===== src/audio_sample_format_converter_assert.svh =====
// ----------------------------------------------------------------------------
// Assertion macros for the audio sample format converter
// Implication checks that vanish when SYNTH is defined.
// ----------------------------------------------------------------------------
`ifndef AUDIO_SAMPLE_FORMAT_CONVERTER_ASSERT_SVH
`define AUDIO_SAMPLE_FORMAT_CONVERTER_ASSERT_SVH

`ifndef SYNTH
// same-cycle implication
`define ASFC_ASSERT_IMPLIES(label, clk, rst_n, ante, cons) \
	label: assert property (@(posedge clk) disable iff (!rst_n) (ante) |-> (cons)) \
		else $error("assertion failed: same-cycle implication");
// next-cycle implication
`define ASFC_ASSERT_NEXT(label, clk, rst_n, ante, cons) \
	label: assert property (@(posedge clk) disable iff (!rst_n) (ante) |=> (cons)) \
		else $error("assertion failed: next-cycle implication");
`else
`define ASFC_ASSERT_IMPLIES(label, clk, rst_n, ante, cons)
`define ASFC_ASSERT_NEXT(label, clk, rst_n, ante, cons)
`endif

`endif


===== src/asfc_pkg.sv =====
// ----------------------------------------------------------------------------
// asfc_pkg
// Shared types and constants of the audio sample format converter.
// ----------------------------------------------------------------------------
package asfc_pkg;

	localparam int WORD_W      = 32;
	localparam int QUEUE_DEPTH = 4;
	localparam int QPTR_W      = $clog2(QUEUE_DEPTH);
	localparam int QCNT_W      = $clog2(QUEUE_DEPTH + 1);
	localparam int CFG_IDX_W   = 3;

	// register reset values (binary32 bit patterns)
	localparam logic [WORD_W-1:0] VOLUME_RESET   = 32'h3F80_0000;
	localparam logic [WORD_W-1:0] SCALE_16_RESET = 32'h46FF_FE00;
	localparam logic [WORD_W-1:0] SCALE_24_RESET = 32'h4AFF_FFFE;
	localparam logic [WORD_W-1:0] SCALE_32_RESET = 32'h4F00_0000;

	// largest positive integer of each target range
	localparam logic [32:0] LIM_16 = 33'd32767;
	localparam logic [32:0] LIM_24 = 33'd8388607;
	localparam logic [32:0] LIM_32 = 33'd2147483647;

	typedef enum logic [1:0] {
		MODE_INT16      = 2'd0,
		MODE_INT32      = 2'd1,
		MODE_INT24_LEFT = 2'd2,
		MODE_SHIFT24    = 2'd3
	} mode_t;

	typedef enum logic [CFG_IDX_W-1:0] {
		REG_MODE     = 3'd0,
		REG_VOLUME   = 3'd1,
		REG_SCALE_16 = 3'd2,
		REG_SCALE_24 = 3'd3,
		REG_SCALE_32 = 3'd4
	} reg_index_t;

	// one queued transaction: mode, raw word and the scale picked for it
	typedef struct packed {
		mode_t             mode;
		logic [WORD_W-1:0] word;
		logic [WORD_W-1:0] scale;
	} item_t;

	// queue status seen by the front and the back
	typedef struct packed {
		logic full;
		logic empty;
	} q_status_t;

endpackage


===== src/asfc_queue.sv =====
// ----------------------------------------------------------------------------
// asfc_queue
// Short transaction queue between the front and the back.
// ----------------------------------------------------------------------------
module asfc_queue (
	input  logic                clk,
	input  logic                arst_n,
	input  logic                push,
	input  asfc_pkg::item_t     push_item,
	input  logic                pop,
	output asfc_pkg::item_t     head_item,
	output asfc_pkg::q_status_t stat
);
	import asfc_pkg::*;

	item_t             mem_q [QUEUE_DEPTH];
	logic [QPTR_W-1:0] wr_ptr_q, rd_ptr_q;
	logic [QCNT_W-1:0] count_q;

	assign stat.full  = (count_q == QCNT_W'(QUEUE_DEPTH));
	assign stat.empty = (count_q == '0);
	assign head_item  = mem_q[rd_ptr_q];

	// store pushed transactions
	always_ff @(posedge clk) begin
		if (push)
			mem_q[wr_ptr_q] <= push_item;
	end

	// advance pointers and fill count
	always_ff @(posedge clk or negedge arst_n) begin
		if (!arst_n) begin
			wr_ptr_q <= '0;
			rd_ptr_q <= '0;
			count_q  <= '0;
		end else begin
			if (push)
				wr_ptr_q <= wr_ptr_q + QPTR_W'(1);
			if (pop)
				rd_ptr_q <= rd_ptr_q + QPTR_W'(1);
			count_q <= count_q + QCNT_W'(push) - QCNT_W'(pop);
		end
	end

endmodule


===== config.mk =====
export PLATFORM = sky130hd
export DESIGN_NAME = asfc_queue
export DESIGN_NICKNAME = d
export VERILOG_FILES = /design/src/audio_sample_format_converter_assert.svh /design/src/asfc_pkg.sv /design/src/asfc_queue.sv
export SDC_FILE = /design/constraint.sdc
export NUM_CORES = 1
export LEC_CHECK = 0
export ABC_AREA = 1
export BUFFER_PORTS_ARGS = -buffer_cell sky130_fd_sc_hd__buf_4
export CAP_MARGIN = 5
export CORE_ASPECT_RATIO = 0.6
export CORE_MARGIN = 5
export CORE_UTILIZATION = 60
export CTS_BUF_LIST = sky130_fd_sc_hd__clkbuf_2
export CTS_CLUSTER_SIZE = 10
export DETAILED_ROUTE_END_ITERATION = 16
export GPL_ROUTABILITY_DRIVEN = 0
export PLACE_DENSITY = 0.86
export SLEW_MARGIN = 20
export SYNTH_ARGS = -nofsm -noshare
export SYNTH_HDL_FRONTEND = slang
export SYNTH_SLANG_ARGS = --single-unit

===== constraint.sdc =====
create_clock -name clk -period 3 [get_ports clk]
set_clock_uncertainty 0.2 [all_clocks]
set_input_delay 0.45 -clock clk [delete_from_list [all_inputs] [get_ports clk]]
set_output_delay 0.45 -clock clk [all_outputs]
set_load 0.02 [all_outputs]

## Word-level counts from Yosys, hierarchy flattened

Memory sizes are Yosys's and may differ from the RTL's.
Cells that the tools add are included.

| storage, ports and cells | value |
|---|---|
| flip-flop bits (word level) | 7 |
| word-level logic and storage cells | 12 |
| memory bits (writable) | 264 |
| output and inout port bits | 68 |
| memories kept | 1 |
| input port bits | 70 |

| cells by class | value |
|---|---|
| reductions and logical operators | 1 |
| mux-type cells | 2 |
| eq/ne operators | 1 |
| add/sub/neg operators | 4 |

Memories:

| memory | words | width | rd ports | clocked after memory_dff | wr ports | line | source |
|---|---|---|---|---|---|---|---|
| mem_q | 4 | 66 | 1 | 0 | 1 | asfc_queue.sv:16 | `item_t mem_q [QUEUE_DEPTH];` |

Operators by type and width:

| operator | number |
|---|---|
| $add A2 B1 Y2 const B | 2 |
| $add A3 B1 Y3 | 1 |
| $eq A3 B3 Y1 const B | 1 |
| $logic_not A3 Y1 | 1 |
| $sub A3 B1 Y3 | 1 |
| $mux W1 | 2 |

## Longest topological paths before layout

| logic depth | value |
|---|---|
| depth after elaboration | 2 |
| depth in mapped cells | 8 |

## Worst setup path after synthesis

No wires, ideal clock.

| timing path | value |
|---|---|
| path kind | input -> register |
| start | input port push |
| end | memory mem_q[1][0] (netlist name), enable pin |
| slack | 0.359 ns |
| cell stages on the path | 3 |
| data required time | 2.380 ns |
| arrival time | 2.021 ns |
| cells stage by stage | clkbuf_1 > nand2_1 > inv_1 |

| between the ends | value |
|---|---|
| cells in the longest elaborated chain, start to end | 2 |

RTL lines:

| element | line | source |
|---|---|---|
| from (decl) | asfc_queue.sv:8 | `input logic push,` |
| $mux W1 | asfc_queue.sv:26 | `if (push)` |
| $mux W1 (implied by the code) | asfc_queue.sv:27 | `mem_q[wr_ptr_q] <= push_item;` |
| to (decl) | asfc_queue.sv:16 |  |

Every way passes these cells.

==> results.toml <==
[min_path]
min_path_type = "input pin to flip-flop"
hold_depth = 2

[cts]
clk_pin_slew_worst_paths_ns = 0.12
cts_setup_buffers = 0
htree_levels = 2
cts_made_buffers = 59
clk_latency_ns = 0.76
cts.sinks = 271
clockBufferDepth = 3
root_buffer = "clkbuf_2"
cts_tree = "done"

[yosys]
netlist.top_cell.by_area = "edfxtp_1"
avgSynthCellArea_sq_um = 10.6
netlist-cell-type-count = 17
synth_fp_nets = 1157
seq_area_frac_synth_pct = 70.5
synth_top_area_share_pct = 68.9
netlist_instances = 1080
ys_warn_count = 0
synth_seq_cells = 271
synthTopCellsByArea = "edfxtp_1 (69%), nand2_1 (11%), inv_1 (9.0%), nand3_1 (5.8%), dfrtp_1 (1.5%)"
synth.cell_area_sq_um = 11500

[detailed_routing]
wirelength_um = 25200
drt.antenna.violating_nets = 0
drc = 0
avgRoutedWirePerCell_um = 15.6
viasPerCell = 4.91
drtIter0Drc = 617
vias = 7925
firstDrtPassIters = 6

[job]
maxCapViolCount = 0

[pwr]
ir_drop_mv = 0.655
powerDensity_nw_per_um2 = 935
leakagePower_nw = 6.72

[floorplan]
num_rows = 39
die_h_um = 117
start_util_pct = 60.7
fp.dieW_um = 189
coreArea_sq_um = 18900
die-area_sq_um = 22100
pin_count = 138

[timing]
fin_crit_sh_pct = 93.5
rsz0062_at_grt = "false"
period_needed_ns = 2.81
drv_slew = 0
whs_ns = 0.192
fmax_ghz = 0.356
setup_viol = 0
tightestPinTransition_ns = 0.590
finalHoldViolations = 0
relSlewSlack_pct = 60.7
final.setup.tns_ns = 0

[grt]
grt_pass1_vias = 7838
grt.total_usage_pct = 22.4
grt_overflow = 0
grt_pass1_wl_um = 38900
antenna_found_initial = 1
grt_max_degree = 135

[setup_path]
startpoint_type = "flip-flop"
path_buf_inv = 3
cp.required_ns = 2.35
cp_cell_sequence = "inv_2 -> buf_4 -> nand3_1 -> nand2_1 -> buf_4"
crit_type = "flip-flop to output pin"
critical_path.most_common_cell = "buf_4"
path_delay_family = "buffers and inverters"
worst_path_max_delay_cell = "dfrtp_2"
critPathArrivalTime_ns = 2.16
cp-end-kind = "output pin"
rr_worst_depth = 5
cpPeakStageDelay_ns = 0.45
timing.critical_path.depth = 5
crit_path_max_fanout = 30

[final_layout]
multiInputGateArea_sq_um = 2080
final_cell_area_sq_um = 14100
fillers = 1219
instances_no_fill = 1615
regArea_sq_um = 8110
synthToLayoutAreaGrowth_pct = 22.4
layout.nets = 1399
post_route_cells_drive_above_1_share_pct = 19.2

[status]
status = "finished, final reports clean"

[place]
dp_hpwl_um = 14300
io_buffers = 137
post_dp_cell_area_sq_um = 12800
dp.cells = 1435
==> cell families after synthesis <==
family	Yosys count	synth area share [%]
simple gates	476	17.0
buf+inv	322	11.4
flops	271	70.5
fa+ha+maj	7	0.827
xor+xnor	3	0.229
compound gates	1	0.0435
==> report_power, final <==
group	leakage, nW	internal, mW	switching (mW)
logic	3.79	2.03	3.78
clock network	0.422	0.846	1.36
registers	2.51	4.95	0.195
==> cell type report <==
class | instances | share of cell area [%]
clock buffer | 98 | 3.48
sequential | 271 | 57.6
antenna | 1 | 0.0178
multi-input combinational | 487 | 14.8
inverter | 278 | 7.50
timing repair buffer | 225 | 14.2
tap | 246 | 2.19
clock inverter | 9 | 0.267
==> stage by stage <==
stage,power [mW],setup slack [ns],utilization (%)
floorplan,8.71,0.359,-
global placement,10.6,0.843,67.4
detailed placement,10.8,0.760,67.4
CTS,13.0,0.0127,73.9
global route,14.0,0.0105,74.3
finish,13.2,0.195,74.3
==> routing by layer <==
| metal | share of wire, % | routed length, um | global-route usage, % | vias to the layer above |
|---|---|---|---|---|
| met5 | 0 | 0 | 0 | - |
| met4 | 1.4 | 359 | 5.97 | 0 |
| met3 | 9.0 | 2260 | 5.48 | 40 |
| met2 | 47 | 11700 | 37.5 | 329 |
| met1 | 43 | 10900 | 30.1 | 3671 |
| li1 | - | - | - | 3885 |
==> worst paths after layout <==
path / start / endpoint / slack (ns)
max: rd_ptr_q[1] / head_item[38] / 0.19
min: push_item[55] / mem_q[2][55] / 0.19
max reg2reg: wr_ptr_q[0] / mem_q[0][30] / 1.13
min reg2reg: wr_ptr_q[0] / wr_ptr_q[0] / 0.36
max in group asynchronous: arst_n / rd_ptr_q[0] / 1.80
min in group asynchronous: arst_n / rd_ptr_q[1] / 0.46
==> worst register-to-register path: stages (launching register included) <==
cell and delay [ns]:
dfrtp_1 0.45, inv_1 0.10, ha_1 0.14, nand2_1 0.06, inv_2 0.05, buf_4 0.48
==> registers in the layout (all words and copies together) (netlist names) <==
signal	count
wr_ptr_q	2
count_q	3
mem_q	264
rd_ptr_q	2
==> synthesized netlist by cell type <==
library cell	count
fa_1	1
buf_6	9
nor3_1	1
nand2_1	341
ha_1	6
edfxtp_1	264
nand3_1	133
buf_1	3
clkbuf_1	7
dfrtp_1	7
inv_2	1
buf_4	3
o21ai_0	1
nor2_1	1
inv_1	277
xor2_1	3
buf_2	22
==> timing repair <==
action	4_1_cts	5_1_grt
resized for setup	2	7
hold endpoints to repair	279	0
hold buffers	70	0
setup endpoints to repair	33	66
gates cloned	0	2
==> placed cells by master (no fill, tap or decap), types with 3 or more instances in the layout <==
cell type	n
buf_12	3
buf_4	145
clkbuf_2	98
clkinv_1	7
dfrtp_1	5
dlygate4sd3_1	70
edfxtp_1	264
ha_1	6
inv_1	272
inv_2	6
nand2_1	341
nand3_1	133
xor2_1	3
No activity file was read; power rests on OpenSTA's default activity.
