File: src/audio_sample_format_converter_assert.svh
// ----------------------------------------------------------------------------
// Assertion macros for the audio sample format converter
// Implication checks that vanish when SYNTH is defined.
// ----------------------------------------------------------------------------
`ifndef AUDIO_SAMPLE_FORMAT_CONVERTER_ASSERT_SVH
`define AUDIO_SAMPLE_FORMAT_CONVERTER_ASSERT_SVH

`ifndef SYNTH
// same-cycle implication
`define ASFC_ASSERT_IMPLIES(label, clk, rst_n, ante, cons) \
	label: assert property (@(posedge clk) disable iff (!rst_n) (ante) |-> (cons)) \
		else $error("assertion failed: same-cycle implication");
// next-cycle implication
`define ASFC_ASSERT_NEXT(label, clk, rst_n, ante, cons) \
	label: assert property (@(posedge clk) disable iff (!rst_n) (ante) |=> (cons)) \
		else $error("assertion failed: next-cycle implication");
`else
`define ASFC_ASSERT_IMPLIES(label, clk, rst_n, ante, cons)
`define ASFC_ASSERT_NEXT(label, clk, rst_n, ante, cons)
`endif

`endif

File: src/asfc_pkg.sv
// ----------------------------------------------------------------------------
// asfc_pkg
// Shared types and constants of the audio sample format converter.
// ----------------------------------------------------------------------------
package asfc_pkg;

	localparam int WORD_W      = 32;
	localparam int QUEUE_DEPTH = 4;
	localparam int QPTR_W      = $clog2(QUEUE_DEPTH);
	localparam int QCNT_W      = $clog2(QUEUE_DEPTH + 1);
	localparam int CFG_IDX_W   = 3;

	// register reset values (binary32 bit patterns)
	localparam logic [WORD_W-1:0] VOLUME_RESET   = 32'h3F80_0000;
	localparam logic [WORD_W-1:0] SCALE_16_RESET = 32'h46FF_FE00;
	localparam logic [WORD_W-1:0] SCALE_24_RESET = 32'h4AFF_FFFE;
	localparam logic [WORD_W-1:0] SCALE_32_RESET = 32'h4F00_0000;

	// largest positive integer of each target range
	localparam logic [32:0] LIM_16 = 33'd32767;
	localparam logic [32:0] LIM_24 = 33'd8388607;
	localparam logic [32:0] LIM_32 = 33'd2147483647;

	typedef enum logic [1:0] {
		MODE_INT16      = 2'd0,
		MODE_INT32      = 2'd1,
		MODE_INT24_LEFT = 2'd2,
		MODE_SHIFT24    = 2'd3
	} mode_t;

	typedef enum logic [CFG_IDX_W-1:0] {
		REG_MODE     = 3'd0,
		REG_VOLUME   = 3'd1,
		REG_SCALE_16 = 3'd2,
		REG_SCALE_24 = 3'd3,
		REG_SCALE_32 = 3'd4
	} reg_index_t;

	// one queued transaction: mode, raw word and the scale picked for it
	typedef struct packed {
		mode_t             mode;
		logic [WORD_W-1:0] word;
		logic [WORD_W-1:0] scale;
	} item_t;

	// queue status seen by the front and the back
	typedef struct packed {
		logic full;
		logic empty;
	} q_status_t;

endpackage

File: src/asfc_front.sv
// ----------------------------------------------------------------------------
// asfc_front
// Configuration registers, input acceptance and per-mode scale selection.
// ----------------------------------------------------------------------------
module asfc_front (
	input  logic                                   clk,
	input  logic                                   arst_n,
	input  logic                                   in_valid,
	output logic                                   in_stall,
	input  logic [asfc_pkg::WORD_W-1:0]            sample_word,
	input  logic                                   cfg_wr_en,
	input  logic [asfc_pkg::CFG_IDX_W-1:0]         cfg_index,
	input  logic [asfc_pkg::WORD_W-1:0]            cfg_wdata,
	input  asfc_pkg::q_status_t                    q_stat,
	output logic                                   push,
	output asfc_pkg::item_t                        push_item,
	output asfc_pkg::mode_t                        mode,
	output logic [asfc_pkg::WORD_W-1:0]            volume
);
	import asfc_pkg::*;

	mode_t             mode_q;
	logic [WORD_W-1:0] volume_q, scale_16_q, scale_24_q, scale_32_q;

	// register writes; unknown indexes drop
	always_ff @(posedge clk or negedge arst_n) begin
		if (!arst_n) begin
			mode_q     <= MODE_INT16;
			volume_q   <= VOLUME_RESET;
			scale_16_q <= SCALE_16_RESET;
			scale_24_q <= SCALE_24_RESET;
			scale_32_q <= SCALE_32_RESET;
		end else if (cfg_wr_en) begin
			case (cfg_index)
				REG_MODE:     mode_q     <= mode_t'(cfg_wdata[1:0]);
				REG_VOLUME:   volume_q   <= cfg_wdata;
				REG_SCALE_16: scale_16_q <= cfg_wdata;
				REG_SCALE_24: scale_24_q <= cfg_wdata;
				REG_SCALE_32: scale_32_q <= cfg_wdata;
				default: ;
			endcase
		end
	end

	// classify: pick the scale for the current mode
	always_comb begin
		push_item.mode = mode_q;
		push_item.word = sample_word;
		case (mode_q)
			MODE_INT16:      push_item.scale = scale_16_q;
			MODE_INT32:      push_item.scale = scale_32_q;
			MODE_INT24_LEFT: push_item.scale = scale_24_q;
			default:         push_item.scale = '0;
		endcase
	end

	assign in_stall = q_stat.full;
	assign push     = in_valid && !q_stat.full;
	assign mode     = mode_q;
	assign volume   = volume_q;

endmodule

File: config.mk
export PLATFORM = sky130hd
export DESIGN_NAME = asfc_front
export DESIGN_NICKNAME = d
export VERILOG_FILES = /design/src/audio_sample_format_converter_assert.svh /design/src/asfc_pkg.sv /design/src/asfc_front.sv
export SDC_FILE = /design/constraint.sdc
export NUM_CORES = 1
export LEC_CHECK = 0
export ABC_AREA = 1
export BUFFER_PORTS_ARGS = -buffer_cell sky130_fd_sc_hd__clkbuf_2
export CAP_MARGIN = 0
export CELL_PAD_IN_SITES_DETAIL_PLACEMENT = 1
export CELL_PAD_IN_SITES_GLOBAL_PLACEMENT = 1
export CORE_MARGIN = 3
export CORE_UTILIZATION = 41
export CTS_BUF_LIST = sky130_fd_sc_hd__clkbuf_16
export CTS_CLUSTER_SIZE = 14
export DETAILED_ROUTE_END_ITERATION = 16
export PLACE_DENSITY_LB_ADDON = 0.1
export SYNTH_ARGS = -nofsm -noshare
export SYNTH_HDL_FRONTEND = slang
export SYNTH_SLANG_ARGS = --single-unit
File: constraint.sdc
create_clock -name clk -period 3.62 [get_ports clk]
set_clock_uncertainty 0.2 [all_clocks]
set_input_delay 0.362 -clock clk [delete_from_list [all_inputs] [get_ports clk]]
set_output_delay 0.362 -clock clk [all_outputs]
set_load 0.05 [all_outputs]
# After elaboration in Yosys (flattened, before gate mapping)
# Index checks and enable logic that the tools add are counted.
# Widths: inputs -> output; s select.
[totals] reg_bits=130 output_inout_bits=102 input_bits=73 elab_cells=21
[op_classes] reduce_logical=9 mux=1 n_eq_ne=6
[op_table] op="$pmux 32 s3" n=1
[op_table] op="$reduce_and 2->1" n=5
[op_table] op="$eq 3x2->1 const B" n=2
[op_table] op="$eq 3x1->1 const B" n=1
[op_table] op="$eq 3x3->1 const B" n=1
[op_table] op="$logic_not 3->1" n=1
[op_table] op="$eq 2x1->1 const B" n=1
[op_table] op="$eq 2x2->1 const B" n=1
[op_table] op="$logic_not 2->1" n=1
[op_table] op="$logic_and 1x1->1" n=1
[op_table] op="$logic_not 1->1" n=1

# Depth between registers and ports, before layout
[depth] depth_word=2 ltp_mapped=7 ltp_nobuf=5

# Least setup slack after synthesis
# Ideal clock, no wire load.
[synth_timing] kind="flip-flop to output port" startpoint="register mode_q[0], in the netlist mode[0]" endpoint="output push_item[0] (netlist bit)" n_path_buf=1 slack_ns=1.454 arrival_ns=1.604 path_stages_with_launch=5 path_cell_list="dfrtp_1 > nor2_1 > clkbuf_1 > nand2_1 > nand3_1"
[synth_rtl] element="start, declared" line_no="asfc_front.sv:22" text="mode_t mode_q;"
[synth_rtl] element="start signal, assigned" line_no="asfc_front.sv:35" text="REG_MODE: mode_q <= mode_t'(cfg_wdata[1:0]);"
[synth_rtl] element="end, declared" line_no="asfc_front.sv:16" text="output asfc_pkg::item_t push_item,"

==> results_tabular.tex <==
\begin{tabular}{lr}
\hline
Metric & Value \\
\hline
\multicolumn{2}{l}{\textbf{Run status}} \\
\quad Run status & finished, final reports clean \\
\multicolumn{2}{l}{\textbf{Clocking}} \\
\quad Clk pin slew, worst setup/hold paths & $\sim$50 ps \\
\quad Total clock sinks & 130 \\
\quad Postcts setup bufs & 0 \\
\quad CTS tree & done \\
\quad Clock insertion delay at the later pin of the skew report & 410 ps \\
\quad Clock buffers created by TritonCTS & 17 \\
\quad Master cell of the clock root buffer & clkbuf\_16 \\
\quad Clock Tree Buf Depth & 2 \\
\quad H-tree depth & 4 \\
\multicolumn{2}{l}{\textbf{Synth}} \\
\quad Leading area contributor after synthesis & dfrtp\_1 \\
\quad Mapped Area & roughly 6100 um2 \\
\quad Number of distinct library cells after synthesis & 16 \\
\quad Synthesized area per cell & just over 8 um2 \\
\quad Sequential cell area fraction in the yosys report & 0.542 \\
\quad Synthesized net count & $\sim$830 \\
\quad Count of warnings emitted by yosys & 0 \\
\quad Number of synthesized register bits & 130 \\
\quad Area fraction of the dominant cell type after synthesis & 0.302 \\
\quad Synth area leaders & dfrtp\_1 30\%, dfstp\_2 24\%, nand2\_1 22\% \\
\quad Post-Syn Instances & 754 \\
\multicolumn{2}{l}{\textbf{Timing}} \\
\quad Final Hold Fails & 0 \\
\quad Total negative slack & 0 ps \\
\quad Transition time at the pin with the least slew margin & 758 ps \\
\quad Max Freq & 382 MHz \\
\quad Final worst path period share & 0.723 \\
\quad Setup repair after global routing missed its margin & no \\
\quad Slew margin rel. & 0.495 \\
\quad Clock period minus final worst setup slack & between 2000 and 3000 ps \\
\quad Slew Limit Fails & 0 \\
\quad Setup violations, final & 0 \\
\quad Hold WS & 16.9 ps \\
\multicolumn{2}{l}{\textbf{GRT}} \\
\quad Aggregate global routing overflow & 0 \\
\quad Wire length of the first global-routing pass & around 31,000 um \\
\quad Largest net degree at the start of global routing & 66 \\
\quad Antenna violations before repair & 0 \\
\quad Overall Global Routing Usage & 0.248 \\
\quad Vias in the first global route & 5,820 \\
\multicolumn{2}{l}{\textbf{Power}} \\
\quad Relative contribution of combinational cells to total power & 0.307 \\
\quad Switching power summed over all nets & 1.96 mW \\
\quad Switching power share of the total & 0.390 \\
\quad Peak supply drop & slightly below 0.4 mV \\
\quad Overall power of the completed layout & 5.03 mW \\
\quad Sequential cell fraction of total power & 0.392 \\
\quad Power density normalized to cell area & around 690 nW/um2 \\
\quad Clock network power share & 0.301 \\
\quad Design internal power & slightly above 3 mW \\
\quad Leak & between 3 and 4 nW \\
\multicolumn{2}{l}{\textbf{Hold path}} \\
\quad Destination of the worst hold path & scale\_24\_q[13] \\
\quad Worst Hold Path Cells & 3 \\
\quad Worst hold start & cfg\_wdata[13] \\
\quad Hold Crit Class & input pin to flip-flop \\
\multicolumn{2}{l}{\textbf{Worst setup path}} \\
\quad Flop-to-flop setup slack & 2650 ps \\
\quad End of the worst register-to-register path & scale\_32\_q[30] \\
\quad CP Capture Type & output port \\
\quad Count of cells along the worst register-to-register path & 2 \\
\quad Crit Path Max Fanout & 32 \\
\quad Worst setup SP type & flip-flop \\
\quad Reg-to-reg critical path startpoint & scale\_32\_q[30] \\
\quad Worst Path Required & 3060 ps \\
\quad Critical Path AT & 2050 ps \\
\quad Category of the most critical setup path & flip-flop to output port \\
\multicolumn{2}{l}{\textbf{Drt}} \\
\quad Starting DRT DRC Count & $\sim$340 \\
\quad DR WL/cell & between 15 and 20 um \\
\quad Antenna-violating nets left & 0 \\
\quad Length of the first detailed-routing pass in iterations & 6 \\
\quad Via count & 5,571 \\
\quad Wire length reported by the detailed router & a little under 20,000 um \\
\quad Via density per instance & approximately 5.4 \\
\quad DRC & 0 \\
\multicolumn{2}{l}{\textbf{Layout}} \\
\quad Share of post-route cells with drive strength above 1 & 0.253 \\
\quad Net total in the final layout & about 910 \\
\quad Core occupancy in the finished layout & 0.497 \\
\quad Area grow syn2layout & 18.3\% \\
\quad \# diodes & 0 \\
\quad Number of fill cells in the layout & $\sim$1,800 \\
\multicolumn{2}{l}{\textbf{Die}} \\
\quad Initial Util & 0.420 \\
\quad Number of ports placed on the die boundary & 175 \\
\quad Area of the core & 14,600 um2 \\
\quad Die Width & roughly 130 um \\
\quad Cell Rows & 44 \\
\quad Floorplan die height & roughly 130 um \\
\quad Full die area & 16,400 um2 \\
\multicolumn{2}{l}{\textbf{Placement}} \\
\quad Placer Congestion & between 0.7 and 0.8 \\
\quad Detail Placement HPWL & approximately 12,000 um \\
\quad Count of buffers from port buffering & around 110 \\
\multicolumn{2}{l}{\textbf{Run}} \\
\quad Max-capacitance violation count & 0 \\
\hline
\end{tabular}
area by class of cell:
type,count,area [um2],share of cell area
sequential,130,3320,0.458
multi-input combinational,529,2260,0.312
timing repair buffer,146,886,0.122
clock buffer,17,425,0.0587
tap,184,230,0.0318
clock inverter,15,87.6,0.0121
inverter,9,33.8,0.00466
per-layer routing:
metal  GRT usage  wire (um)  vias up
li1            -          -     2551
met1       0.331       8530     2785
met2       0.401       9640      193
met3      0.0546       1200       42
met4      0.0824        341        0
met5           0          0        -
worst max-delay path: stages (launching register included):
cell      delay [ps]
dfrtp_1          470
inv_1             90
nor2_2           100
buf_4            410
nand2_1          100
nand3_1          160
clkbuf_2         310
power by group through the flow:
stage	registers, mW	logic (mW)	clock network, mW
6_report	1.97	1.54	1.51
5_1_grt	2.01	1.67	1.61
4_1_cts	1.97	1.56	1.54
3_5_place_dp	1.99	1.54	0
3_3_place_gp	1.97	1.51	0
2_1_floorplan	2.21	0.962	0
state kept, by name (all words and copies together) (netlist names):
signal / count
mode: 2
scale_24_q: 32
scale_16_q: 32
volume: 32
scale_32_q: 32
cells in the mapped netlist:
master    number
nand4_1       33
clkbuf_1       8
nand3_1      126
nor2_2         3
o21ai_1        2
dfrtp_1       74
nor2_1         4
o21ai_0        2
nor2_4         1
inv_1          7
nand2_1      358
dfstp_2       56
buf_1          4
inv_2          2
buf_4         43
buf_2         31
worst max-delay path by stage:
| stage | from | cells past startpoint | slack, ps | end |
|---|---|---|---|---|
| after CTS | mode[0] | 6 | 980 | push_item[10] |
| after global placement | cfg_index[1] | 8 | 1190 | scale_16_q[7] |
| after global routing | mode[0] | 6 | 900 | push_item[10] |
| after floorplan | mode[0] | 4 | 1450 | push_item[0] |
| after detailed placement | cfg_index[1] | 8 | 1130 | scale_16_q[10] |
| final | mode[0] | 6 | 1000 | push_item[29] |
repair_timing:
item	4_1_cts	5_1_grt
hold endpoints to repair	63	0
hold buffers	19	0
endpoints found under the setup margin	0	0
gates resized for setup	0	0
placed cells by master, fill, tap and decap left out, drive strengths merged:
cell type	synthesis	final
nand2	358	358
nand3	126	126
clkbuf	8	125
dfrtp	74	74
dfstp	56	56
nand4	33	33
dlygate4sd3	0	19
buf	78	19
inv	9	14
clkinv	0	9
nor2	8	8
o21ai	4	4
bufinv	0	1
cells by family (layout without fill, tap and decap cells):
group | count (synthesis) | count (layout) | share of synthesized area
AO/OA/AOI/OAI | 4 | 4 | 0.00327
buffers and inverters | 95 | 187 | 0.0909
flip-flops | 130 | 130 | 0.542
AND/OR/NAND/NOR | 525 | 525 | 0.363
metrics by stage:
stage / instances / area (um2) / setup slack, ps
2_1_floorplan: 754 / 6130 / 1450
3_3_place_gp: 979 / 6550 / 1190
3_5_place_dp: 979 / 6550 / 1130
4_1_cts: 1030 / 7250 / 982
5_1_grt: 1030 / 7250 / 904
6_report: 1030 / 7250 / 1000
(Power assumes the default switching activity.)
