## config.mk

```make
export PLATFORM = sky130hd
export DESIGN_NAME = asfc_back
export DESIGN_NICKNAME = d
export VERILOG_FILES = /design/src/audio_sample_format_converter_assert.svh /design/src/asfc_pkg.sv /design/src/asfc_fmul.sv /design/src/asfc_back.sv
export SDC_FILE = /design/constraint.sdc
export NUM_CORES = 2
export LEC_CHECK = 0
export BUFFER_PORTS_ARGS = -buffer_cell sky130_fd_sc_hd__buf_2
export CAP_MARGIN = 20
export CORE_MARGIN = 2
export CORE_UTILIZATION = 45
export CTS_CLUSTER_DIAMETER = 150
export CTS_CLUSTER_SIZE = 8
export DETAILED_ROUTE_END_ITERATION = 7
export PLACE_DENSITY = 0.66
export SLEW_MARGIN = 0
export SYNTH_ARGS = -nofsm -noshare
export SYNTH_HDL_FRONTEND = slang
export SYNTH_SLANG_ARGS = --single-unit
export TNS_END_PERCENT = 10
```

## constraint.sdc

```tcl
create_clock -name clk -period 19.5 [get_ports clk]
set_input_delay 2.925 -clock clk [delete_from_list [all_inputs] [get_ports clk]]
set_output_delay 2.925 -clock clk [all_outputs]
set_load 0.1 [all_outputs]
```

## src/audio_sample_format_converter_assert.svh

```systemverilog
// ----------------------------------------------------------------------------
// Assertion macros for the audio sample format converter
// Implication checks that vanish when SYNTH is defined.
// ----------------------------------------------------------------------------
`ifndef AUDIO_SAMPLE_FORMAT_CONVERTER_ASSERT_SVH
`define AUDIO_SAMPLE_FORMAT_CONVERTER_ASSERT_SVH

`ifndef SYNTH
// same-cycle implication
`define ASFC_ASSERT_IMPLIES(label, clk, rst_n, ante, cons) \
	label: assert property (@(posedge clk) disable iff (!rst_n) (ante) |-> (cons)) \
		else $error("assertion failed: same-cycle implication");
// next-cycle implication
`define ASFC_ASSERT_NEXT(label, clk, rst_n, ante, cons) \
	label: assert property (@(posedge clk) disable iff (!rst_n) (ante) |=> (cons)) \
		else $error("assertion failed: next-cycle implication");
`else
`define ASFC_ASSERT_IMPLIES(label, clk, rst_n, ante, cons)
`define ASFC_ASSERT_NEXT(label, clk, rst_n, ante, cons)
`endif

`endif

```

## src/asfc_pkg.sv

```systemverilog
// ----------------------------------------------------------------------------
// asfc_pkg
// Shared types and constants of the audio sample format converter.
// ----------------------------------------------------------------------------
package asfc_pkg;

	localparam int WORD_W      = 32;
	localparam int QUEUE_DEPTH = 4;
	localparam int QPTR_W      = $clog2(QUEUE_DEPTH);
	localparam int QCNT_W      = $clog2(QUEUE_DEPTH + 1);
	localparam int CFG_IDX_W   = 3;

	// register reset values (binary32 bit patterns)
	localparam logic [WORD_W-1:0] VOLUME_RESET   = 32'h3F80_0000;
	localparam logic [WORD_W-1:0] SCALE_16_RESET = 32'h46FF_FE00;
	localparam logic [WORD_W-1:0] SCALE_24_RESET = 32'h4AFF_FFFE;
	localparam logic [WORD_W-1:0] SCALE_32_RESET = 32'h4F00_0000;

	// largest positive integer of each target range
	localparam logic [32:0] LIM_16 = 33'd32767;
	localparam logic [32:0] LIM_24 = 33'd8388607;
	localparam logic [32:0] LIM_32 = 33'd2147483647;

	typedef enum logic [1:0] {
		MODE_INT16      = 2'd0,
		MODE_INT32      = 2'd1,
		MODE_INT24_LEFT = 2'd2,
		MODE_SHIFT24    = 2'd3
	} mode_t;

	typedef enum logic [CFG_IDX_W-1:0] {
		REG_MODE     = 3'd0,
		REG_VOLUME   = 3'd1,
		REG_SCALE_16 = 3'd2,
		REG_SCALE_24 = 3'd3,
		REG_SCALE_32 = 3'd4
	} reg_index_t;

	// one queued transaction: mode, raw word and the scale picked for it
	typedef struct packed {
		mode_t             mode;
		logic [WORD_W-1:0] word;
		logic [WORD_W-1:0] scale;
	} item_t;

	// queue status seen by the front and the back
	typedef struct packed {
		logic full;
		logic empty;
	} q_status_t;

endpackage

```

## src/asfc_fmul.sv

```systemverilog
// ----------------------------------------------------------------------------
// asfc_fmul
// Three-stage binary32 multiplier, round to nearest even, with subnormals.
// ----------------------------------------------------------------------------
module asfc_fmul (
	input  logic        clk,
	input  logic        en,
	input  logic [31:0] a,
	input  logic [31:0] b,
	output logic [31:0] p
);
	import asfc_pkg::*;

	typedef enum logic [1:0] {FC_NUM, FC_ZERO, FC_INF, FC_NAN} fcls_t;

	typedef struct packed {
		logic               nan;
		logic               inf;
		logic               zero;
		logic signed [9:0]  e;
		logic [23:0]        m;
	} unpk_t;

	function automatic logic [4:0] lzc24(input logic [23:0] v);
		logic found;
		lzc24 = 5'd24;
		found = 1'b0;
		for (int i = 23; i >= 0; i--) begin
			if (!found && v[i]) begin
				lzc24 = 5'(23 - i);
				found = 1'b1;
			end
		end
	endfunction

	function automatic unpk_t unpack(input logic [31:0] w);
		unpk_t       u;
		logic [23:0] m;
		logic [4:0]  lz;
		u.nan  = (&w[30:23]) && (|w[22:0]);
		u.inf  = (&w[30:23]) && !(|w[22:0]);
		u.zero = (w[30:23] == 8'd0) && (w[22:0] == 23'd0);
		m      = {(w[30:23] != 8'd0), w[22:0]};
		lz     = lzc24(m);
		u.m    = m << lz;
		u.e    = ((w[30:23] == 8'd0) ? -10'sd126 : ($signed({2'b00, w[30:23]}) - 10'sd127))
			- $signed({5'd0, lz});
		return u;
	endfunction

	// stage 1: unpack and normalize operands, classify specials
	unpk_t             ua, ub;
	fcls_t             cls_c;
	logic              sign_s1, sign_s2;
	fcls_t             cls_s1, cls_s2;
	logic [23:0]       ma_s1, mb_s1;
	logic signed [9:0] e_s1, e_s2;
	logic [47:0]       prod_s2;

	always_comb begin
		ua = unpack(a);
		ub = unpack(b);
		if (ua.nan || ub.nan || (ua.inf && ub.zero) || (ua.zero && ub.inf))
			cls_c = FC_NAN;
		else if (ua.inf || ub.inf)
			cls_c = FC_INF;
		else if (ua.zero || ub.zero)
			cls_c = FC_ZERO;
		else
			cls_c = FC_NUM;
	end

	always_ff @(posedge clk) begin
		if (en) begin
			sign_s1 <= a[31] ^ b[31];
			cls_s1  <= cls_c;
			ma_s1   <= ua.m;
			mb_s1   <= ub.m;
			e_s1    <= ua.e + ub.e;
		end
	end

	// stage 2: mantissa product
	always_ff @(posedge clk) begin
		if (en) begin
			sign_s2 <= sign_s1;
			cls_s2  <= cls_s1;
			prod_s2 <= ma_s1 * mb_s1;
			e_s2    <= e_s1;
		end
	end

	// stage 3: normalize, round and pack
	logic signed [9:0] e_n, e_b, d_full;
	logic [47:0]       q, sh;
	logic [4:0]        d;
	logic [30:0]       base, mag;
	logic              g, st, lsb, ovf;
	logic [31:0]       p_c;

	always_comb begin
		e_n    = prod_s2[47] ? (e_s2 + 10'sd1) : e_s2;
		q      = prod_s2[47] ? prod_s2 : (prod_s2 << 1);
		e_b    = e_n + 10'sd127;
		d_full = -10'sd126 - e_n;
		d      = (d_full > 10'sd25) ? 5'd25 : d_full[4:0];
		sh     = q >> d;
		ovf    = 1'b0;
		base   = '0;
		g      = 1'b0;
		st     = 1'b0;
		lsb    = 1'b0;
		if (e_n > 10'sd127) begin
			ovf = 1'b1;
		end else if (e_n >= -10'sd126) begin
			base = {e_b[7:0], q[46:24]};
			g    = q[23];
			st   = |q[22:0];
			lsb  = q[24];
		end else begin
			// subnormal result: shift out and fold lost bits into sticky
			base = {8'd0, sh[46:24]};
			g    = sh[23];
			st   = (|sh[22:0]) || (|(q & ((48'd1 << d) - 48'd1)));
			lsb  = sh[24];
		end
		mag = ovf ? {8'hFF, 23'd0} : (base + 31'(g && (st || lsb)));
		case (cls_s2)
			FC_NAN:  p_c = 32'h7FC0_0000;
			FC_INF:  p_c = {sign_s2, 8'hFF, 23'd0};
			FC_ZERO: p_c = {sign_s2, 31'd0};
			default: p_c = {sign_s2, mag};
		endcase
	end

	always_ff @(posedge clk) begin
		if (en)
			p <= p_c;
	end

endmodule

```

## src/asfc_back.sv

```systemverilog
// ----------------------------------------------------------------------------
// asfc_back
// Two chained float multiplies, truncation, saturation and output register.
// ----------------------------------------------------------------------------
module asfc_back (
	input  logic                              clk,
	input  logic                              arst_n,
	input  asfc_pkg::q_status_t               q_stat,
	input  asfc_pkg::item_t                   head_item,
	output logic                              pop,
	input  logic [asfc_pkg::WORD_W-1:0]       volume,
	output logic                              out_valid,
	input  logic                              out_stall,
	output logic signed [asfc_pkg::WORD_W-1:0] sample_out,
	output logic                              clipped
);
	import asfc_pkg::*;

	localparam int SIDE_DEPTH = 6;

	typedef struct packed {
		mode_t             mode;
		logic [WORD_W-1:0] word;
	} side_t;

	logic                  en;
	logic [SIDE_DEPTH-1:0] vld_s;
	side_t                 side_s [SIDE_DEPTH];
	logic [WORD_W-1:0]     t_prod, p_prod;

	// whole pipe moves unless a finished result is held
	assign en  = !(out_valid && out_stall);
	assign pop = en && !q_stat.empty;

	asfc_fmul u_mul_scale (
		.clk (clk),
		.en  (en),
		.a   (head_item.word),
		.b   (head_item.scale),
		.p   (t_prod)
	);

	asfc_fmul u_mul_volume (
		.clk (clk),
		.en  (en),
		.a   (t_prod),
		.b   (volume),
		.p   (p_prod)
	);

	// carry valid and mode alongside the multipliers
	always_ff @(posedge clk or negedge arst_n) begin
		if (!arst_n)
			vld_s <= '0;
		else if (en)
			vld_s <= {vld_s[SIDE_DEPTH-2:0], pop};
	end

	always_ff @(posedge clk) begin
		if (en) begin
			side_s[0] <= {head_item.mode, head_item.word};
			for (int i = 1; i < SIDE_DEPTH; i++)
				side_s[i] <= side_s[i-1];
		end
	end

	// truncation stage: integer magnitude toward zero, capped at 33 bits
	logic [7:0]  p_exp;
	logic [23:0] p_man;
	logic [32:0] tm_c;
	logic        vld_t1;
	side_t       side_t1;
	logic        sign_t1, nan_t1;
	logic [32:0] tm_t1;

	always_comb begin
		p_exp = p_prod[30:23];
		p_man = {1'b1, p_prod[22:0]};
		if (p_exp >= 8'd159)
			tm_c = '1;
		else if (p_exp < 8'd127)
			tm_c = '0;
		else if (p_exp <= 8'd150)
			tm_c = {9'd0, p_man >> (8'd150 - p_exp)};
		else
			tm_c = {9'd0, p_man} << (p_exp - 8'd150);
	end

	always_ff @(posedge clk or negedge arst_n) begin
		if (!arst_n)
			vld_t1 <= 1'b0;
		else if (en)
			vld_t1 <= vld_s[SIDE_DEPTH-1];
	end

	always_ff @(posedge clk) begin
		if (en) begin
			side_t1 <= side_s[SIDE_DEPTH-1];
			sign_t1 <= p_prod[31];
			nan_t1  <= (&p_exp) && (|p_prod[22:0]);
			tm_t1   <= tm_c;
		end
	end

	// saturate to the target range and format
	logic [32:0]       lim;
	logic              clip_hi, clip_lo;
	logic [WORD_W-1:0] val_c;
	logic              clip_c;

	always_comb begin
		case (side_t1.mode)
			MODE_INT16:      lim = LIM_16;
			MODE_INT32:      lim = LIM_32;
			default:         lim = LIM_24;
		endcase
		clip_hi = !sign_t1 && (tm_t1 > lim);
		clip_lo = sign_t1 && (tm_t1 > (lim + 33'd1));
		if (nan_t1)
			val_c = '0;
		else if (clip_hi)
			val_c = lim[WORD_W-1:0];
		else if (clip_lo)
			val_c = ~lim[WORD_W-1:0];
		else if (sign_t1)
			val_c = -tm_t1[WORD_W-1:0];
		else
			val_c = tm_t1[WORD_W-1:0];
		clip_c = nan_t1 || clip_hi || clip_lo;
		case (side_t1.mode)
			MODE_INT24_LEFT: val_c = val_c << 8;
			MODE_SHIFT24: begin
				val_c  = {{8{side_t1.word[31]}}, side_t1.word[31:8]};
				clip_c = 1'b0;
			end
			default: ;
		endcase
	end

	// output register: hold while stalled
	always_ff @(posedge clk or negedge arst_n) begin
		if (!arst_n)
			out_valid <= 1'b0;
		else if (en)
			out_valid <= vld_t1;
	end

	always_ff @(posedge clk) begin
		if (en) begin
			sample_out <= $signed(val_c);
			clipped    <= clip_c;
		end
	end

endmodule

```

# Word-level counts from Yosys, hierarchy flattened
# Memory sizes are Yosys's and may differ from the RTL's. A register that Yosys moved wholly into a read port is not among the register bits.
# Cells that the tools add are included.
[totals]
regBits = 384
romBits = 0
wordCells = 587
mem_count = 1
mem_bits_rw = 204
output_inout_bits = 35
latchBits = 0
[classes]
n_shift = 10
reduce_logical = 262
add_sub_neg = 24
mux = 233
magnitude_cmp = 11
mul = 2
n_eq_ne = 9
div_mod_pow = 0
bitwise_logic = 5
[memory_table]
columns = ["name", "words", "word_bits", "read_ports", "rd_ports_with_merged_regs", "write_ports", "line", "source"]
rows = [
  ["side_s", 6, 34, 6, 1, 6, "asfc_back.sv:28", "side_t side_s [SIDE_DEPTH];"],
]
[op_table]
columns = ["cell", "count"]
rows = [
  ["5-bit two-way mux", 98],
  ["23-bit OR reduction", 9],
  ["32-bit one-hot mux with 3 select lines", 2],
  ["31-bit two-way mux", 6],
  ["32-bit two-way mux", 4],
  ["1-bit logical AND", 115],
  ["1-bit two-way mux", 111],
  ["1-bit logical NOT", 100],
  ["48-bit AND", 2],
  ["24-bit by 24-bit multiplier with 48-bit output", 2],
  ["48-bit two-way mux", 2],
  ["48-bit OR reduction", 2],
  ["1-bit by 5-bit << shifter with 48-bit output, first input constant", 2],
  ["24-bit by 5-bit << shifter with 24-bit output", 4],
  ["48-bit by 5-bit >> shifter with 47-bit output", 2],
  ["48-bit by 1-bit subtractor with 48-bit output, second input constant", 2],
  ["23-bit logical NOT", 4],
  ["33-bit > comparator", 2],
  ["33-bit two-way mux", 2],
  ["32-bit one-hot mux with 2 select lines", 1],
  ["31-bit by 1-bit adder with 31-bit output", 2],
  ["31-bit one-hot mux with 2 select lines", 1],
  ["10-bit two-way mux", 6],
  ["8-bit AND reduction", 5],
  ["other kinds (27)", 70],
]

# Depth between registers and ports, before layout
[logic_depth]
word_depth = 73
ltp_mapped = 33
depth_no_buf = 29

# By module
# From an unflattened synthesis, not the netlist that was laid out.
[unflattened]
cells_unflattened = 8616
area_unflattened_um2 = 78724.3
[modules_own_cells]
columns = ["mod", "n_inst", "cells_per_inst", "area_each_um2"]
rows = [
  ["asfc_fmul (u_mul_volume)", 1, 3742, 32967.9],
  ["asfc_fmul (u_mul_scale)", 1, 3758, 32631.3],
  ["asfc_back", 1, 1116, 13125.1],
]

# Worst setup path after synthesis
# Ideal clock, no wire load.
[synth_timing]
path_type = "input-to-reg"
start = "in out_stall"
end = "reg vld_s[1]"
required_ns = 19.369
n_path_buf = 0
path_stages = 2
t_arrival_ns = 16.406
setup_time_ns = 0.131
slack_ns = 2.964
cell_sequence = "nand2_1 mux2_2"
[synth_via]
elab_chain_cells = 1
[synth_rtl]
columns = ["element", "line", "source"]
rows = [
  ["start, declared", "asfc_back.sv:13", "input logic out_stall,"],
  ["1-bit logical AND", "asfc_back.sv:32", "assign en = !(out_valid && out_stall);"],
  ["end signal, assigned", "asfc_back.sv:56", "vld_s <= {vld_s[SIDE_DEPTH-2:0], pop};"],
  ["end, declared", "asfc_back.sv:27", "logic [SIDE_DEPTH-1:0] vld_s;"],
]
# Every way passes these cells.
# A chain may end at the register's enable or synchronous reset.

# Worst setup path in the final report
[layout_timing]
start = "reg u_mul_scale.mb_s1[2]"
end = "reg u_mul_scale.prod_s2[46], data pin"
[layout_via]
elab_chain_cells = 1
[layout_rtl]
columns = ["element", "line", "source"]
rows = [
  ["start, declared", "asfc_fmul.sv:56", "logic [23:0] ma_s1, mb_s1;"],
  ["start signal, assigned", "asfc_fmul.sv:78", "mb_s1 <= ub.m;"],
  ["24-bit by 24-bit multiplier with 48-bit output", "asfc_fmul.sv:88", "prod_s2 <= ma_s1 * mb_s1;"],
  ["end signal, assigned", "asfc_fmul.sv:88", ""],
  ["end, declared", "asfc_fmul.sv:58", "logic [47:0] prod_s2;"],
]
# Every way passes these cells.

==> metrics.md <==
| Metric | Value |
|---|---|
| Largest stage delay, worst path | 1.10 ns |
| Type of the most critical hold path | reg -> reg |
| Fillers | 16401 |
| CP cell instances | and2_1 > fa_1 > fa_1 > fa_1 > fa_1 > fa_1 > inv_1 > fa_1 > inv_1 > fa_1 > ha_1 > and2_1 > a221oi_1 > nand2_1 > a21oi_1 > a2111oi_0 > or4_1 > nand4_1 > nand2_1 > a2111oi_0 > o31ai_1 > o41ai_1 > xnor2_1 |
| Worst-margin pin slew | 1.24 ns |
| Hold path cells | 0 |
| Final hold vios | 0 |
| Area Overhead vs Synth | 6.88% |
| Crit Path Max Fanout | 24 |
| Hold Buf Count CTS | 0 |
| Die height | 425 µm |
| Die width | 425 µm |
| Clk slew on worst S/H paths | 0.06 ns |
| Nature of the critical path endpoint | register |
| R2R depth | 23 |
| Startpoint types | register |
| Dpl ws | 10.44 ns |
| Crit share post-route | 0.466 |
| TritonCTS Sinks | 566 |
| First-pass GRT wire length | 376000 µm |
| Clk Latency, worst-skew pair | 0.72 ns |
| Largest family of logic cells by synthesized area | adder cells |
| FMAX | 110 MHz |
| RSZ-0062 raised after global routing | no |
| Syn nets | 10195 |
| Yosys cell types | 135 |
| Cells after synthesis | 8681 |
| Post-synthesis compound-gate area fraction | 0.129 |
| Vias/cell | 5.95 |
| TritonCTS buffer count | 81 |
| Initial Util | 0.453 |
| Final setup viols | 0 |
| Clk buf depth | 3 |
| DRT Pass-1 Iters | 7 |
| Setup TNS Final | 0 ns |
| Xor and xnor area share after synthesis | 0.0252 |
| CTS Root Cell | clkbuf_16 |
| CTS tree | done |
| Post-Synth Adder-Cell Area | 0.315 |
| Crit path kind | reg -> reg |
| Top-count cell post-synth | nand2_1 |
| Flop and latch count out of synthesis | 566 |
| Final #Nets | 10110 |
| Run status | finished clean |
| Routed Antenna Nets | 0 |
| Ys async rst share | 0.0141 |
| Initial DRC Count | 5492 |
| Synth Flop Type | edfxtp_1 |
| Delay-heaviest family, CP | adder cells |
| Worst relative slew slack | 0.172 |
| Die ar. | 0.180 mm² |
| Synth top area share | 0.248 |
| Fraction of the mapped netlist area in simple logic gates | 0.175 |
| Most instantiated cells after synthesis | nand2_1, inv_1, fa_1, edfxtp_1, nor2_1 |
| Critical path depth | 23 |
| Core area | 0.176 mm² |
| Seq/Total Area, Yosys | 0.213 |
| Total Wirelength | 237000 µm |
| # placed instances | 10845 |
| Syn. warnings | 0 |
| Tmin final | 9.08 ns |
| Slew Viols, Final | 0 |
| # port buffers | 136 |
| Gpl congestion | 0.999 |
| Buffers and inverters on the worst path | 2 |
| Vias in the first global route | 66651 |
| Worst path required time | 19.92 ns |
| Post-Syn Area | 0.0796 mm² |
| Largest net degree at the start of global routing | 92 |
| Num rows | 154 |
| DR WL/cell | 21.6 µm |
| Worst setup margin | 10.42 ns |
| DP Wirelength | 177000 µm |
| Number of I/O pins | 138 |
| Vias | 65221 |
| Yosys top cell by area | fa_1 |
| Slowest-stage cell, CP | edfxtp_1 |
| Maxcap violations | 0 |
| CTS resizes | 0 |
| Layout cells sized above 1 | 0.0796 |
| Overall Global Routing Usage | 0.263 |
| DRC Markers | 0 |
| WP data arrival | 9.51 ns |
| Post-Layout Cell Count | 10957 |
| Top cells by area, synth | fa_1, edfxtp_1, ha_1 |
| Mean post-synth cell area | 9.17 µm² |
| Number of enable flip-flop cells after synthesis | 558 |
| Grt ovf | 0 |
| Initial antenna violation count | 10 |
| Post-CTS setup buffer count | 0 |
| Final setup skew | 0.0553 ns |
| H-tree Lvls | 3 |
| CP most frequent cell | fa_1 |
| Mux cell area share after synthesis | 0.0667 |
[cell usage in the layout (no fill, tap or decap), types with 81 or more instances in the layout]
master and n:
a211oi_1 99, a21oi_1 398, and2_1 458, buf_2 137, buf_4 164, clkbuf_16 81
edfxtp_1 558, fa_1 986, ha_1 423, inv_1 1099, mux2_2 107, mux2i_1 348
nand2_1 1153, nand3_1 146, nor2_1 531, nor3_1 158, o21ai_0 265, xnor2_1 145
[layout make-up]
type | count | area, µm² | area share
Clock inverter | 10 | 226 | 0.00266
Tap cell | 2340 | 2930 | 0.0344
Antenna cell | 7 | 17.5 | 0.000206
Timing Repair Buffer | 309 | 2050 | 0.0241
Clock buffer | 87 | 2050 | 0.0241
Multi-Input combinational cell | 6532 | 56700 | 0.667
Sequential cell | 566 | 17000 | 0.199
Inverter | 1106 | 4150 | 0.0488
[registers in the layout (all words and copies together) (netlist names), 24 cells and up]
signal                flops
side_s                  156
u_mul_scale.prod_s2      48
u_mul_volume.prod_s2     48
tm_t1                    33
sample_out               32
u_mul_scale.p            32
u_mul_volume.p           32
side_t1                  26
u_mul_scale.ma_s1        24
u_mul_scale.mb_s1        24
u_mul_volume.ma_s1       24
u_mul_volume.mb_s1       24
[final timing paths]
check	from	end	slack, ns
min	side_s[5][25]	side_t1[25]	0.37
min reg2reg	side_s[5][25]	side_t1[25]	0.37
max reg2reg	u_mul_scale.mb_s1[2]	u_mul_scale.prod_s2[46]	10.42
max	u_mul_scale.mb_s1[2]	u_mul_scale.prod_s2[46]	10.42
min in group asynchronous	arst_n	vld_s[4]	2.07
max in group asynchronous	arst_n	vld_s[0]	17.26
[kinds of logic after synthesis]
logic type | Yosys count
fa+ha+maj | 1411
flops | 566
buf+inv | 1583
compound gates | 1520
xor+xnor | 219
mux | 483
simple gates | 2899
[metrics by stage]
stage | area, µm² | hold slack [ns] | utilization
4_1_cts | 85000 | 0.369 | 0.483
5_1_grt | 85100 | 0.380 | 0.484
3_5_place_dp | 82700 | 0.405 | 0.470
2_1_floorplan | 79600 | 0.400 | -
3_3_place_gp | 82700 | 0.400 | 0.470
6_report | 85100 | 0.374 | 0.484
[metal layers]
metal | wire length [µm] | global-route usage | up-vias
met5 | 0 | 0 | -
met4 | 8700 | 0.0963 | 0
met3 | 18600 | 0.0446 | 549
met2 | 112000 | 0.433 | 2641
met1 | 97400 | 0.348 | 32718
li1 | - | - | 29313
Power is left out: the tool's default activity adds up to more than one toggle a clock period on the data nets, which glitch-free logic cannot reach.
